--- config.mk ---
export PLATFORM = sky130hd
export DESIGN_NAME = camera_dvp_capture_rgb565
export DESIGN_NICKNAME = d
export VERILOG_FILES = /design/src/rtl/core/dvpcap_pkg.sv /design/src/rtl/core/dvpcap_expand.sv /design/src/rtl/core/camera_dvp_capture_rgb565.sv
export SDC_FILE = /design/constraint.sdc
export NUM_CORES = 1
export LEC_CHECK = 0
export BUFFER_PORTS_ARGS = -buffer_cell sky130_fd_sc_hd__buf_2
export CORE_UTILIZATION = 65
export DETAILED_ROUTE_END_ITERATION = 16
export GPL_ROUTABILITY_DRIVEN = 0
export PLACE_DENSITY = 0.86
export SLEW_MARGIN = 40
export SYNTH_ARGS = -nofsm -noshare
export SYNTH_HDL_FRONTEND = slang
export SYNTH_SLANG_ARGS = --single-unit
--- constraint.sdc ---
create_clock -name clk -period 6.53 [get_ports clk]
set_input_delay 0.653 -clock clk [delete_from_list [all_inputs] [get_ports clk]]
set_output_delay 0.653 -clock clk [all_outputs]
set_load 0.005 [all_outputs]
--- src/rtl/core/dvpcap_pkg.sv ---
// Shared types and constants for the DVP camera capture block.
package dvpcap_pkg;

  // Bound defaults for the top-level parameters
  localparam int DEF_MAX_ROWS = 480;
  localparam int DEF_MAX_COLS = 640;

  // Field widths
  localparam int ROW_W  = 9;
  localparam int COL_W  = 10;
  localparam int CFG_W  = 10;

  // Register reset values
  localparam logic [ROW_W-1:0] ROWS_RST = 9'd240;
  localparam logic [COL_W-1:0] COLS_RST = 10'd320;

  // Scale-and-round constants for 5- and 6-bit expansion
  localparam logic [9:0] MUL5 = 10'd527;
  localparam logic [4:0] ADD5 = 5'd23;
  localparam logic [8:0] MUL6 = 9'd259;
  localparam logic [5:0] ADD6 = 6'd33;
  localparam int         EXP_SHIFT = 6;

  // Register indexes
  typedef enum logic [0:0] {
    CFG_FRAME_ROWS = 1'b0,
    CFG_FRAME_COLS = 1'b1
  } cfg_idx_t;

  // Capture sequencer phases
  typedef enum logic [3:0] {
    PH_VS_HIGH = 4'b0001,
    PH_VS_LOW  = 4'b0010,
    PH_HS_HIGH = 4'b0100,
    PH_CAPTURE = 4'b1000
  } phase_t;

  typedef struct packed {
    logic       vsync;
    logic       hsync;
    logic       pclk;
    logic [7:0] bus_byte;
  } in_t;

  typedef struct packed {
    logic [7:0]       red;
    logic [7:0]       green;
    logic [7:0]       blue;
    logic [ROW_W-1:0] pixel_row;
    logic [COL_W-1:0] pixel_col;
    logic             frame_done;
  } out_t;

endpackage

--- src/rtl/core/dvpcap_expand.sv ---
// RGB565 byte pair to RGB888 expansion.
module dvpcap_expand (
  input  logic [7:0] first_byte,
  input  logic [7:0] second_byte,
  output logic [7:0] red,
  output logic [7:0] green,
  output logic [7:0] blue
);

  logic [4:0]  r5;
  logic [5:0]  g6;
  logic [4:0]  b5;
  logic [13:0] r_sum;
  logic [13:0] g_sum;
  logic [13:0] b_sum;

  assign r5 = first_byte[7:3];
  assign g6 = {first_byte[2:0], second_byte[7:5]};
  assign b5 = second_byte[4:0];

  // Scale at full 14-bit width, add rounding term, drop fraction bits
  assign r_sum = 14'(r5) * 14'(dvpcap_pkg::MUL5) + 14'(dvpcap_pkg::ADD5);
  assign g_sum = 14'(g6) * 14'(dvpcap_pkg::MUL6) + 14'(dvpcap_pkg::ADD6);
  assign b_sum = 14'(b5) * 14'(dvpcap_pkg::MUL5) + 14'(dvpcap_pkg::ADD5);

  assign red   = r_sum[dvpcap_pkg::EXP_SHIFT +: 8];
  assign green = g_sum[dvpcap_pkg::EXP_SHIFT +: 8];
  assign blue  = b_sum[dvpcap_pkg::EXP_SHIFT +: 8];

endmodule

--- src/rtl/core/camera_dvp_capture_rgb565.sv ---
// Top level of the DVP camera capture block: sync tracking, byte pairing, output buffer.
//
//   channel | ports                       | moves
//   --------+-----------------------------+-------------------------------------
//   in      | in_valid/in_ready/in_data   | one pin sample request per cycle while the skid is empty
//   out     | out_valid/out_ready/out_data| one RGB888 pixel request per pair
//   cfg     | cfg_we/cfg_idx/cfg_wdata    | frame_rows, frame_cols writes
//
// The phase sequencer and pixel counters update at the edge that accepts a pin
// sample request, and the expanded pixel is registered at the edge that accepts
// its completing sample, in the output register or, if that is stalled, in the skid.
// Reset is synchronous, active low, and clears sequencer, counters, held byte and valid flags.
// A stalled output holds in a two-entry buffer (output register plus skid);
// in_ready drops only while the skid entry is occupied.
module camera_dvp_capture_rgb565 #(
  parameter int MAX_ROWS = dvpcap_pkg::DEF_MAX_ROWS,
  parameter int MAX_COLS = dvpcap_pkg::DEF_MAX_COLS
) (
  input  logic                              clk,
  input  logic                              rst_n,
  input  logic                              in_valid,
  output logic                              in_ready,
  input  dvpcap_pkg::in_t                   in_data,
  output logic                              out_valid,
  input  logic                              out_ready,
  output dvpcap_pkg::out_t                  out_data,
  input  logic                              cfg_we,
  input  dvpcap_pkg::cfg_idx_t              cfg_idx,
  input  logic [dvpcap_pkg::CFG_W-1:0]      cfg_wdata
);

  localparam int RW = dvpcap_pkg::ROW_W;
  localparam int CW = dvpcap_pkg::COL_W;
  // Only selected when the register exceeds the bound, so truncation is safe
  localparam logic [RW-1:0] ROWS_CAP = RW'(MAX_ROWS);
  localparam logic [CW-1:0] COLS_CAP = CW'(MAX_COLS);

  // Configuration registers
  logic [RW-1:0] cfg_rows_r;
  logic [CW-1:0] cfg_cols_r;

  always_ff @(posedge clk) begin
    if (!rst_n) begin
      cfg_rows_r <= dvpcap_pkg::ROWS_RST;
      cfg_cols_r <= dvpcap_pkg::COLS_RST;
    end else if (cfg_we) begin
      unique case (cfg_idx)
        dvpcap_pkg::CFG_FRAME_ROWS: cfg_rows_r <= cfg_wdata[RW-1:0];
        dvpcap_pkg::CFG_FRAME_COLS: cfg_cols_r <= cfg_wdata[CW-1:0];
      endcase
    end
  end

  // Effective bounds: zero reads as one, clamp to the maximum
  logic [RW-1:0] rows_eff;
  logic [CW-1:0] cols_eff;

  always_comb begin
    if (cfg_rows_r == '0) begin
      rows_eff = RW'(1);
    end else if (int'(cfg_rows_r) > MAX_ROWS) begin
      rows_eff = ROWS_CAP;
    end else begin
      rows_eff = cfg_rows_r;
    end
    if (cfg_cols_r == '0) begin
      cols_eff = CW'(1);
    end else if (int'(cfg_cols_r) > MAX_COLS) begin
      cols_eff = COLS_CAP;
    end else begin
      cols_eff = cfg_cols_r;
    end
  end

  // Sequencer state
  dvpcap_pkg::phase_t phase_r, phase_nxt;
  logic          seen_high_r, seen_high_nxt;
  logic          second_r, second_nxt;
  logic [7:0]    held_r, held_nxt;
  logic [RW-1:0] row_r, row_nxt;
  logic [CW-1:0] col_r, col_nxt;

  logic             in_fire;
  logic             res_v;
  logic             res_done;
  logic [RW:0]      row_inc;
  logic [CW:0]      col_inc;
  dvpcap_pkg::out_t res;
  logic [7:0]       exp_red, exp_green, exp_blue;

  assign in_fire = in_valid && in_ready;
  assign row_inc = {1'b0, row_r} + (RW+1)'(1);
  assign col_inc = {1'b0, col_r} + (CW+1)'(1);

  dvpcap_expand u_expand (
    .first_byte  (held_r),
    .second_byte (in_data.bus_byte),
    .red         (exp_red),
    .green       (exp_green),
    .blue        (exp_blue)
  );

  always_comb begin
    phase_nxt     = phase_r;
    seen_high_nxt = seen_high_r;
    second_nxt    = second_r;
    held_nxt      = held_r;
    row_nxt       = row_r;
    col_nxt       = col_r;
    res_v         = 1'b0;
    res_done      = 1'b0;
    if (in_fire) begin
      unique case (phase_r)
        dvpcap_pkg::PH_VS_LOW: begin
          if (!in_data.vsync) phase_nxt = dvpcap_pkg::PH_HS_HIGH;
        end
        dvpcap_pkg::PH_HS_HIGH: begin
          if (in_data.hsync) begin
            phase_nxt     = dvpcap_pkg::PH_CAPTURE;
            seen_high_nxt = 1'b0;
          end
        end
        dvpcap_pkg::PH_CAPTURE: begin
          if (!seen_high_r) begin
            seen_high_nxt = in_data.pclk;
          end else if (!in_data.pclk) begin
            // Falling pclk edge: take a byte
            seen_high_nxt = 1'b0;
            if (!second_r) begin
              held_nxt   = in_data.bus_byte;
              second_nxt = 1'b1;
            end else begin
              second_nxt = 1'b0;
              res_v      = 1'b1;
              col_nxt    = col_inc[CW-1:0];
              if (col_inc >= {1'b0, cols_eff}) begin
                col_nxt = '0;
                row_nxt = row_inc[RW-1:0];
                if (row_inc >= {1'b0, rows_eff}) begin
                  row_nxt   = '0;
                  phase_nxt = dvpcap_pkg::PH_VS_HIGH;
                  res_done  = 1'b1;
                end else begin
                  phase_nxt = dvpcap_pkg::PH_HS_HIGH;
                end
              end
            end
          end
        end
        default: begin
          // Waiting for vsync high; stray codes land here too
          phase_nxt = in_data.vsync ? dvpcap_pkg::PH_VS_LOW : dvpcap_pkg::PH_VS_HIGH;
        end
      endcase
    end
  end

  always_comb begin
    res.red        = exp_red;
    res.green      = exp_green;
    res.blue       = exp_blue;
    res.pixel_row  = row_r;
    res.pixel_col  = col_r;
    res.frame_done = res_done;
  end

  always_ff @(posedge clk) begin
    if (!rst_n) begin
      phase_r     <= dvpcap_pkg::PH_VS_HIGH;
      seen_high_r <= 1'b0;
      second_r    <= 1'b0;
      held_r      <= '0;
      row_r       <= '0;
      col_r       <= '0;
    end else begin
      phase_r     <= phase_nxt;
      seen_high_r <= seen_high_nxt;
      second_r    <= second_nxt;
      held_r      <= held_nxt;
      row_r       <= row_nxt;
      col_r       <= col_nxt;
    end
  end

  // Output register plus skid entry
  logic             out_valid_r, out_valid_nxt;
  logic             skid_valid_r, skid_valid_nxt;
  dvpcap_pkg::out_t out_r, out_nxt;
  dvpcap_pkg::out_t skid_r, skid_nxt;
  logic             out_fire;

  assign out_fire  = out_valid_r && out_ready;
  assign in_ready  = !skid_valid_r;
  assign out_valid = out_valid_r;
  assign out_data  = out_r;

  always_comb begin
    out_valid_nxt  = out_valid_r;
    skid_valid_nxt = skid_valid_r;
    out_nxt        = out_r;
    skid_nxt       = skid_r;
    if (skid_valid_r) begin
      // Input is blocked; drain skid into the output slot
      if (out_fire) begin
        out_nxt        = skid_r;
        skid_valid_nxt = 1'b0;
      end
    end else if (res_v) begin
      if (!out_valid_r || out_fire) begin
        out_nxt       = res;
        out_valid_nxt = 1'b1;
      end else begin
        skid_nxt       = res;
        skid_valid_nxt = 1'b1;
      end
    end else if (out_fire) begin
      out_valid_nxt = 1'b0;
    end
  end

  always_ff @(posedge clk) begin
    if (!rst_n) begin
      out_valid_r  <= 1'b0;
      skid_valid_r <= 1'b0;
    end else begin
      out_valid_r  <= out_valid_nxt;
      skid_valid_r <= skid_valid_nxt;
    end
    out_r  <= out_nxt;
    skid_r <= skid_nxt;
  end

  // Skid entry only fills behind an occupied output register
  a_skid_behind_out: assert property (@(posedge clk) disable iff (!rst_n)
    skid_valid_r |-> out_valid_r)
    else $error("skid entry valid with empty output register");

  // A held skid request keeps its payload until it moves forward
  a_skid_hold: assert property (@(posedge clk) disable iff (!rst_n)
    (skid_valid_r && !out_fire) |=> (skid_valid_r && $stable(skid_r)))
    else $error("skid entry changed while stalled");

  // Pixels complete only on the second byte during capture
  a_pixel_on_second: assert property (@(posedge clk) disable iff (!rst_n)
    res_v |-> (second_r && phase_r == dvpcap_pkg::PH_CAPTURE))
    else $error("pixel produced outside second-byte capture");

  // End of frame sends the sequencer back to waiting for vsync
  a_done_rewinds: assert property (@(posedge clk) disable iff (!rst_n)
    (res_v && res_done) |=> (phase_r == dvpcap_pkg::PH_VS_HIGH && row_r == '0 && col_r == '0))
    else $error("frame end did not rewind sequencer");

endmodule
==> flow_metrics.env, run 1 <==
export IMPL_drtIter0Drc=304
export IMPL_seq_power_share_pct=46.7
export IMPL_status="finished clean"
export IMPL_p_leak_nw=3.95
export IMPL_postLayoutCellArea_um2=9150
export IMPL_worst_pin_slew_ns=0.742
export IMPL_ys_types=63
export IMPL_synth_compound_area_share_pct=10.5
export IMPL_grt_antenna_before_repair=1
export IMPL_dr_pass1_iters=6
export IMPL_synth_fp_nets=856
export IMPL_grt_usage_pct=27.7
export IMPL_setup_slack_ns=2.55
export IMPL_cts_setup_buffers=0
export IMPL_muxShareOfSynthArea_pct=5.64
export IMPL_timing_slew_headroom_pct=49.2
export IMPL_dieArea_um2=12900
export IMPL_io_buffers=72
export IMPL_multi_input_comb_area_um2=4060
export IMPL_max_cap_violations=0
export IMPL_synthAdderAreaFrac_pct=15.8
export IMPL_synth_seq_area_share_pct=46.1
export IMPL_clkSinkCount=142
export IMPL_rows=40
export IMPL_cts_buffers=17
export IMPL_post_cts_resized=0
export IMPL_critPathArrivalTime_ns=4.16
export IMPL_final_seq_area_um2=3720
export IMPL_drive_above_1_share_pct=20.4
export IMPL_cts_max_path_buffers=2
export IMPL_drtAntennaViolNets=0
export IMPL_path_cells="nor4_1 > a21boi_0 > o21ai_0 > nand2_1 > ha_1 > a2111oi_0 > o31ai_1 > a21oi_2 > nor2_1 > a21o_1"
export IMPL_drc=0
export IMPL_grt_max_degree=56
export IMPL_synth_top_area_share_pct=32.7
export IMPL_io_pins=73
export IMPL_p_per_area_nw_per_um2=227
export IMPL_async_reset_ff_share_pct=0
export IMPL_ir_drop_uv=139
export IMPL_grt_remaining_overflow=0
export IMPL_finalCritPeriodShare_pct=61.0
export IMPL_wl_per_cell_um=16.8
export IMPL_synth_top_family_by_area="adder cells"
export IMPL_placed_area_um2=8570
export IMPL_synth_seq_cells=142
export IMPL_crit_type="reg2reg"
export IMPL_power_total_mw=2.08
export IMPL_syn2layout_area_growth_pct=13.3
export IMPL_start_util_pct=66.9
export IMPL_root_buffer="clkbuf_16"
export IMPL_p_int_mw=1.60
export IMPL_num_vias=5732
export IMPL_synth_top_area_cell="edfxtp_1"
export IMPL_cp_end_kind="flip-flop"
export IMPL_grt_pass1_wl_mm=27.5
export IMPL_start_kind="flip-flop"
export IMPL_clock_latency_ns=0.42
export IMPL_synth_area_um2=8070
export IMPL_h_tree_depth=4
export IMPL_report_final_setup_viol=0
export IMPL_rsz0062_at_grt="no"
export IMPL_antenna_cells=0
export IMPL_fillCellCount=775
export IMPL_combPwrFrac_pct=8.7
export IMPL_max_freq_mhz=251
export IMPL_power_switching_mw=0.477
export IMPL_synth_area_leaders="edfxtp_1 (33%), dfxtp_1 (13%), ha_1 (12%), mux2_2 (5.0%), nand2_1 (4.7%)"
export IMPL_hold_viol=0
export IMPL_grt_pass1_vias=5789
export IMPL_routed_wl_mm=16.6
export IMPL_p_clk_share_pct=44.7
export IMPL_synthCells=737
export IMPL_period_minus_slack_ns=3.98
export IMPL_cp_required_ns=6.70
export IMPL_die_h_um=113
export IMPL_path_max_fanout=11
export IMPL_yosysWarningCount=0
export IMPL_synth_top_flop_cell="edfxtp_1"
export IMPL_finalSetupTns_ns=0
export IMPL_nets=926
export IMPL_coreArea_um2=12100
export IMPL_yosys_area_share_simple_pct=13.3
export IMPL_critPathMaxStageDelay_ns=0.67
export IMPL_syn_area_per_cell_um2=11.0
export IMPL_slowest_stage="a2111oi_0"
export IMPL_clk_pin_slew_ns=0.06
export IMPL_synth_xor_area_share_pct=4.77
export IMPL_place_ws_ns=2.44
export IMPL_vias_per_cell=5.80
export IMPL_hp_class="in2reg"
export IMPL_cts_tree="yes"
export IMPL_die_w_um=113
export IMPL_cts_hold_fix_buffers=0
export IMPL_synth_edff_count=88
export IMPL_fin_worst_skew_ns=0.00840
export IMPL_swShare_pct=22.9
export IMPL_dp_hpwl_mm=11.6
export IMPL_slew_violations=0
[synth_stat cells, types with 2 or more instances]
| cell type | count |
|---|---|
| nand3_1 | 25 |
| mux2_2 | 36 |
| nor4_1 | 3 |
| and2_1 | 7 |
| nand2_1 | 101 |
| edfxtp_1 | 88 |
| buf_2 | 3 |
| xor2_1 | 11 |
| nand3_2 | 2 |
| o211ai_1 | 10 |
| o21a_1 | 5 |
| nor2_1 | 31 |
| ha_1 | 75 |
| dfxtp_1 | 54 |
| nand2b_1 | 4 |
| a21boi_1 | 4 |
| clkbuf_1 | 17 |
| xnor2_1 | 33 |
| inv_1 | 53 |
| mux2i_1 | 5 |
| a31oi_1 | 4 |
| o31ai_1 | 4 |
| nand4b_1 | 3 |
| o21ai_0 | 17 |
| or3b_2 | 3 |
| nand2_4 | 2 |
| a22o_1 | 2 |
| nor2b_1 | 8 |
| a21oi_1 | 22 |
| o21bai_1 | 2 |
| o22ai_1 | 6 |
| nand3b_1 | 5 |
| a31o_2 | 2 |
| nand4_1 | 5 |
| nor3_1 | 3 |
| and3_1 | 6 |
| a21o_1 | 11 |
| a21boi_0 | 17 |
| fa_1 | 17 |
| a21oi_2 | 8 |
[critical path, delay by kind of cell (launching register included)]
family	cells	cell delay [ns]
compound gates	6	2.43
simple gates	3	0.66
fa+ha+maj	1	0.30
flops	1	0.34
[kinds of logic after synthesis]
group / Yosys count
adder cells (fa/ha/maj): 92
AND/OR/NAND/NOR: 217
flip-flops: 142
AO/OA/AOI/OAI: 124
buffers and inverters: 77
multiplexers: 41
XOR/XNOR: 44
[final timing paths]
kind                 start             to  slack, ns  depth (start not counted)
max reg2reg  cfg_cols_r[4]    out_data[0]       2.55                         10
min reg2reg  cfg_rows_r[0]  cfg_rows_r[0]       0.49                          2
max          cfg_cols_r[4]    out_data[0]       2.55                         10
min           cfg_wdata[6]  cfg_cols_r[6]       0.48                          3
[layout by cell type (no fill, tap or decap), drive strengths merged, types with 5 or more instances in the layout]
cell type	n
xor2	11
xnor2	33
dfxtp	54
o22ai	6
fa	17
mux2i	5
and3	6
inv	53
nand4	5
a21oi	30
clkinv	8
o211ai	10
nor2b	8
edfxtp	88
o21ai	17
nand3	27
ha	75
nand3b	5
nand2	103
o21a	5
a21boi	21
a21o	12
and2	8
mux2	36
buf	74
nor2	31
clkbuf	22
[layer usage]
| metal | GRT usage (%) | routed length (µm) |
|---|---|---|
| met1 | 33.4 | 6970 |
| met2 | 48.1 | 8360 |
| met3 | 6.11 | 909 |
| met4 | 11.8 | 384 |
| met5 | 0 | 11 |
[per-stage QoR]
step | util [%] | cells | hold slack (ns)
final | 75.9 | 988 | 0.478
after global placement | 71.0 | 956 | 0.470
after floorplan | - | 737 | 0.406
after detailed placement | 71.1 | 956 | 0.488
after CTS | 75.8 | 988 | 0.468
after global routing | 75.9 | 988 | 0.480
[flip-flops by register name, summed over array words and instances (netlist names)]
signal and cells:
cfg_cols_r 10, phase_r 4, out_valid 1, skid_valid_r 1
held_r 8, seen_high_r 1, cfg_rows_r 9, skid_r 44
row_r 9, out_data 44, col_r 10, second_r 1
[power by group through the flow]
stage	clock network [mW]	registers, mW	logic [mW]
3_5_place_dp	0	0.988	0.174
4_1_cts	0.936	0.969	0.179
3_3_place_gp	0	0.988	0.161
5_1_grt	0.973	0.970	0.204
2_1_floorplan	0	0.986	0.127
6_report	0.928	0.970	0.181
[area by class of cell]
type | count | share of cell area, %
sequential | 142 | 40.7
timing repair buffer | 74 | 4.13
clock inverter | 10 | 0.957
tap | 168 | 2.30
clock buffer | 22 | 5.31
inverter | 54 | 2.23
multi-input combinational | 518 | 44.4
No activity file was read; power rests on OpenSTA's default activity.
==> inputs of run 2 (changes only) <==
CORE_UTILIZATION = 54   (was 65)
PLACE_DENSITY = 0.76   (was 0.86)
clock period = 3.6 ns   (was 6.53 ns; I/O delays follow)
==> run 2 against run 1 <==
Non-clock buffer count increased by 15; design area up 3.1%; critical path type unchanged; hold slack worse by 0.31 ns; worst setup slack lost 2.5 ns; highest routed layer unchanged; sequential cell count unchanged; clock skew up 0.00087 ns; fmax rose by 14%; critical path depth increased by 1; largest cell class unchanged; register-to-register slack got worse by 2.5 ns; die area rose by 20%; largest power group is now clock.
==> flow_metrics.env, run 2 (synthesis gave the netlist of run 1 again) <==
export IMPL_dp_hpwl_mm=11.7
export IMPL_clkSinkCount=142
export IMPL_worst_pin_slew_ns=0.743
export IMPL_routed_wl_mm=16.7
export IMPL_fillCellCount=1095
export IMPL_path_cells="buf_4 > fa_1 > ha_4 > fa_1 > ha_2 > a21o_1 > a21o_1 > o21a_2 > o211ai_1 > xnor2_1 > mux2_2"
export IMPL_syn2layout_area_growth_pct=16.9
export IMPL_wl_per_cell_um=16.4
export IMPL_ir_drop_uv=347
export IMPL_reg2reg_slack_ns=0.09
export IMPL_cp_startpoint="held_r[7]"
export IMPL_drtAntennaViolNets=0
export IMPL_io_buffers=72
export IMPL_grt_remaining_overflow=0
export IMPL_p_per_area_nw_per_um2=425
export IMPL_cts_buffers=17
export IMPL_setup_slack_ns=0.0937
export IMPL_r2r_start="held_r[7]"
export IMPL_cts_hold_fix_buffers=0
export IMPL_grt_pass1_wl_mm=27.7
export IMPL_r2r_end="out_data[42]"
export IMPL_grt_max_degree=56
export IMPL_slew_violations=0
export IMPL_final_seq_area_um2=3730
export IMPL_endpoint="out_data[42]"
export IMPL_final_cell_mix="nand2_1 (101), edfxtp_1 (88), ha_1 (71), buf_2 (71)"
export IMPL_crit_type="reg2reg"
export IMPL_grt_usage_pct=22.6
export IMPL_max_cap_violations=0
export IMPL_start_util_pct=55.5
export IMPL_status="finished clean"
export IMPL_period_minus_slack_ns=3.51
export IMPL_drc=0
export IMPL_rows=44
export IMPL_fin_worst_skew_ns=0.00928
export IMPL_cts_tree="yes"
export IMPL_report_final_setup_viol=0
export IMPL_mostFrequentLayoutCell="nand2_1"
export IMPL_cp_required_ns=3.78
export IMPL_start_kind="flip-flop"
export IMPL_grt_antenna_before_repair=2
export IMPL_die_h_um=124
export IMPL_whs_ns=0.171
export IMPL_nets=941
export IMPL_coreArea_um2=14500
export IMPL_cts_max_path_buffers=2
export IMPL_io_pins=73
export IMPL_hold_viol=0
export IMPL_dieArea_um2=15400
export IMPL_critPathMaxStageDelay_ns=0.57
export IMPL_postLayoutCoreUtil_pct=64.9
export IMPL_finalCritPeriodShare_pct=97.4
export IMPL_p_leak_nw=4.07
export IMPL_dr_pass1_iters=6
export IMPL_clk_pin_slew_ns=0.06
export IMPL_drtIter0Drc=355
export IMPL_finalSetupTns_ns=0
export IMPL_hp_class="in2reg"
export IMPL_multi_input_comb_area_um2=4110
export IMPL_timing_slew_headroom_pct=50.4
export IMPL_max_freq_mhz=285
export IMPL_h_tree_depth=4
export IMPL_grt_pass1_vias=5767
export IMPL_drive_above_1_share_pct=22.5
export IMPL_path_max_fanout=6
export IMPL_cp_end_kind="flip-flop"
export IMPL_root_buffer="clkbuf_16"
export IMPL_clock_latency_ns=0.42
export IMPL_num_vias=5698
export IMPL_critPathArrivalTime_ns=3.68
export IMPL_vias_per_cell=5.59
export IMPL_slowest_stage="fa_1"
export IMPL_reg2reg_depth=11
export IMPL_die_w_um=124
export IMPL_place_ws_ns=-0.182
## run 2: cell count changes in the layout (fill, tap and decap cells not counted), moves of 3 or more
cell       previous run  this run
buf_4                 3        15
bufinv_16             1         4
clkinv_1              0         3
clkinv_2              6         1
ha_1                 75        71
ha_4                  0         3
## run 2: worst max-delay path: cells and delay by family (launching register included)
family	cells	cell delay [ns]
buffers and inverters	1	0.16
adder cells (fa/ha/maj)	4	1.51
XOR/XNOR	1	0.13
flip-flops	1	0.31
multiplexers	1	0.27
AO/OA/AOI/OAI	4	0.86
## run 2: final cells by class
| type | count | area share [%] |
|---|---|---|
| timing repair buffer | 89 | 5.50 |
| clock buffer | 22 | 5.25 |
| sequential | 142 | 39.5 |
| tap | 184 | 2.44 |
| antenna | 1 | 0.0265 |
| inverter | 54 | 2.15 |
| clock inverter | 10 | 1.63 |
| multi-input combinational | 518 | 43.5 |
## run 2: how the worst min path moves through the flow
| stage | from | to | slack (ns) | cells past startpoint |
|---|---|---|---|---|
| 6_report | cfg_wdata[4] | cfg_rows_r[4] | 0.17 | 3 |
| 5_1_grt | cfg_wdata[4] | cfg_rows_r[4] | 0.18 | 3 |
| 2_1_floorplan | row_r[2] | skid_r[13] | 0.41 | 0 |
| 3_3_place_gp | cfg_rows_r[0] | cfg_rows_r[0] | 0.47 | 2 |
| 3_5_place_dp | cfg_rows_r[0] | cfg_rows_r[0] | 0.48 | 2 |
| 4_1_cts | cfg_wdata[4] | cfg_rows_r[4] | 0.16 | 3 |
## run 2: repair_timing
action,CTS,global route
resized for setup,0,12
setup endpoints to repair,0,15
hold endpoints to repair,0,0
setup buffers,0,2
## run 2: per-layer routing
| metal | wire length [µm] | global-route usage, % | part of all wire [%] | vias to the layer above |
|---|---|---|---|---|
| li1 | - | - | - | 2777 |
| met1 | 7330 | 28.5 | 44 | 2767 |
| met2 | 8260 | 37.0 | 49 | 122 |
| met3 | 721 | 5.46 | 4.3 | 30 |
| met4 | 401 | 9.43 | 2.4 | 2 |
| met5 | 10 | 0 | 0.060 | - |
## run 2: report_power, final
group / internal (mW) / switching [mW]
Sequential: 1.74 / 0.0159
Combinational: 0.147 / 0.185
Clock: 1.25 / 0.668
Total: 3.14 / 0.869
## run 2: metrics by stage
stage,std cells,total power [mW],area (µm²)
after floorplan,737,2.02,8080
after global placement,985,2.10,8710
after detailed placement,985,2.12,8710
after CTS,1017,4.03,9360
after global routing,1019,4.14,9430
final,1020,4.01,9440
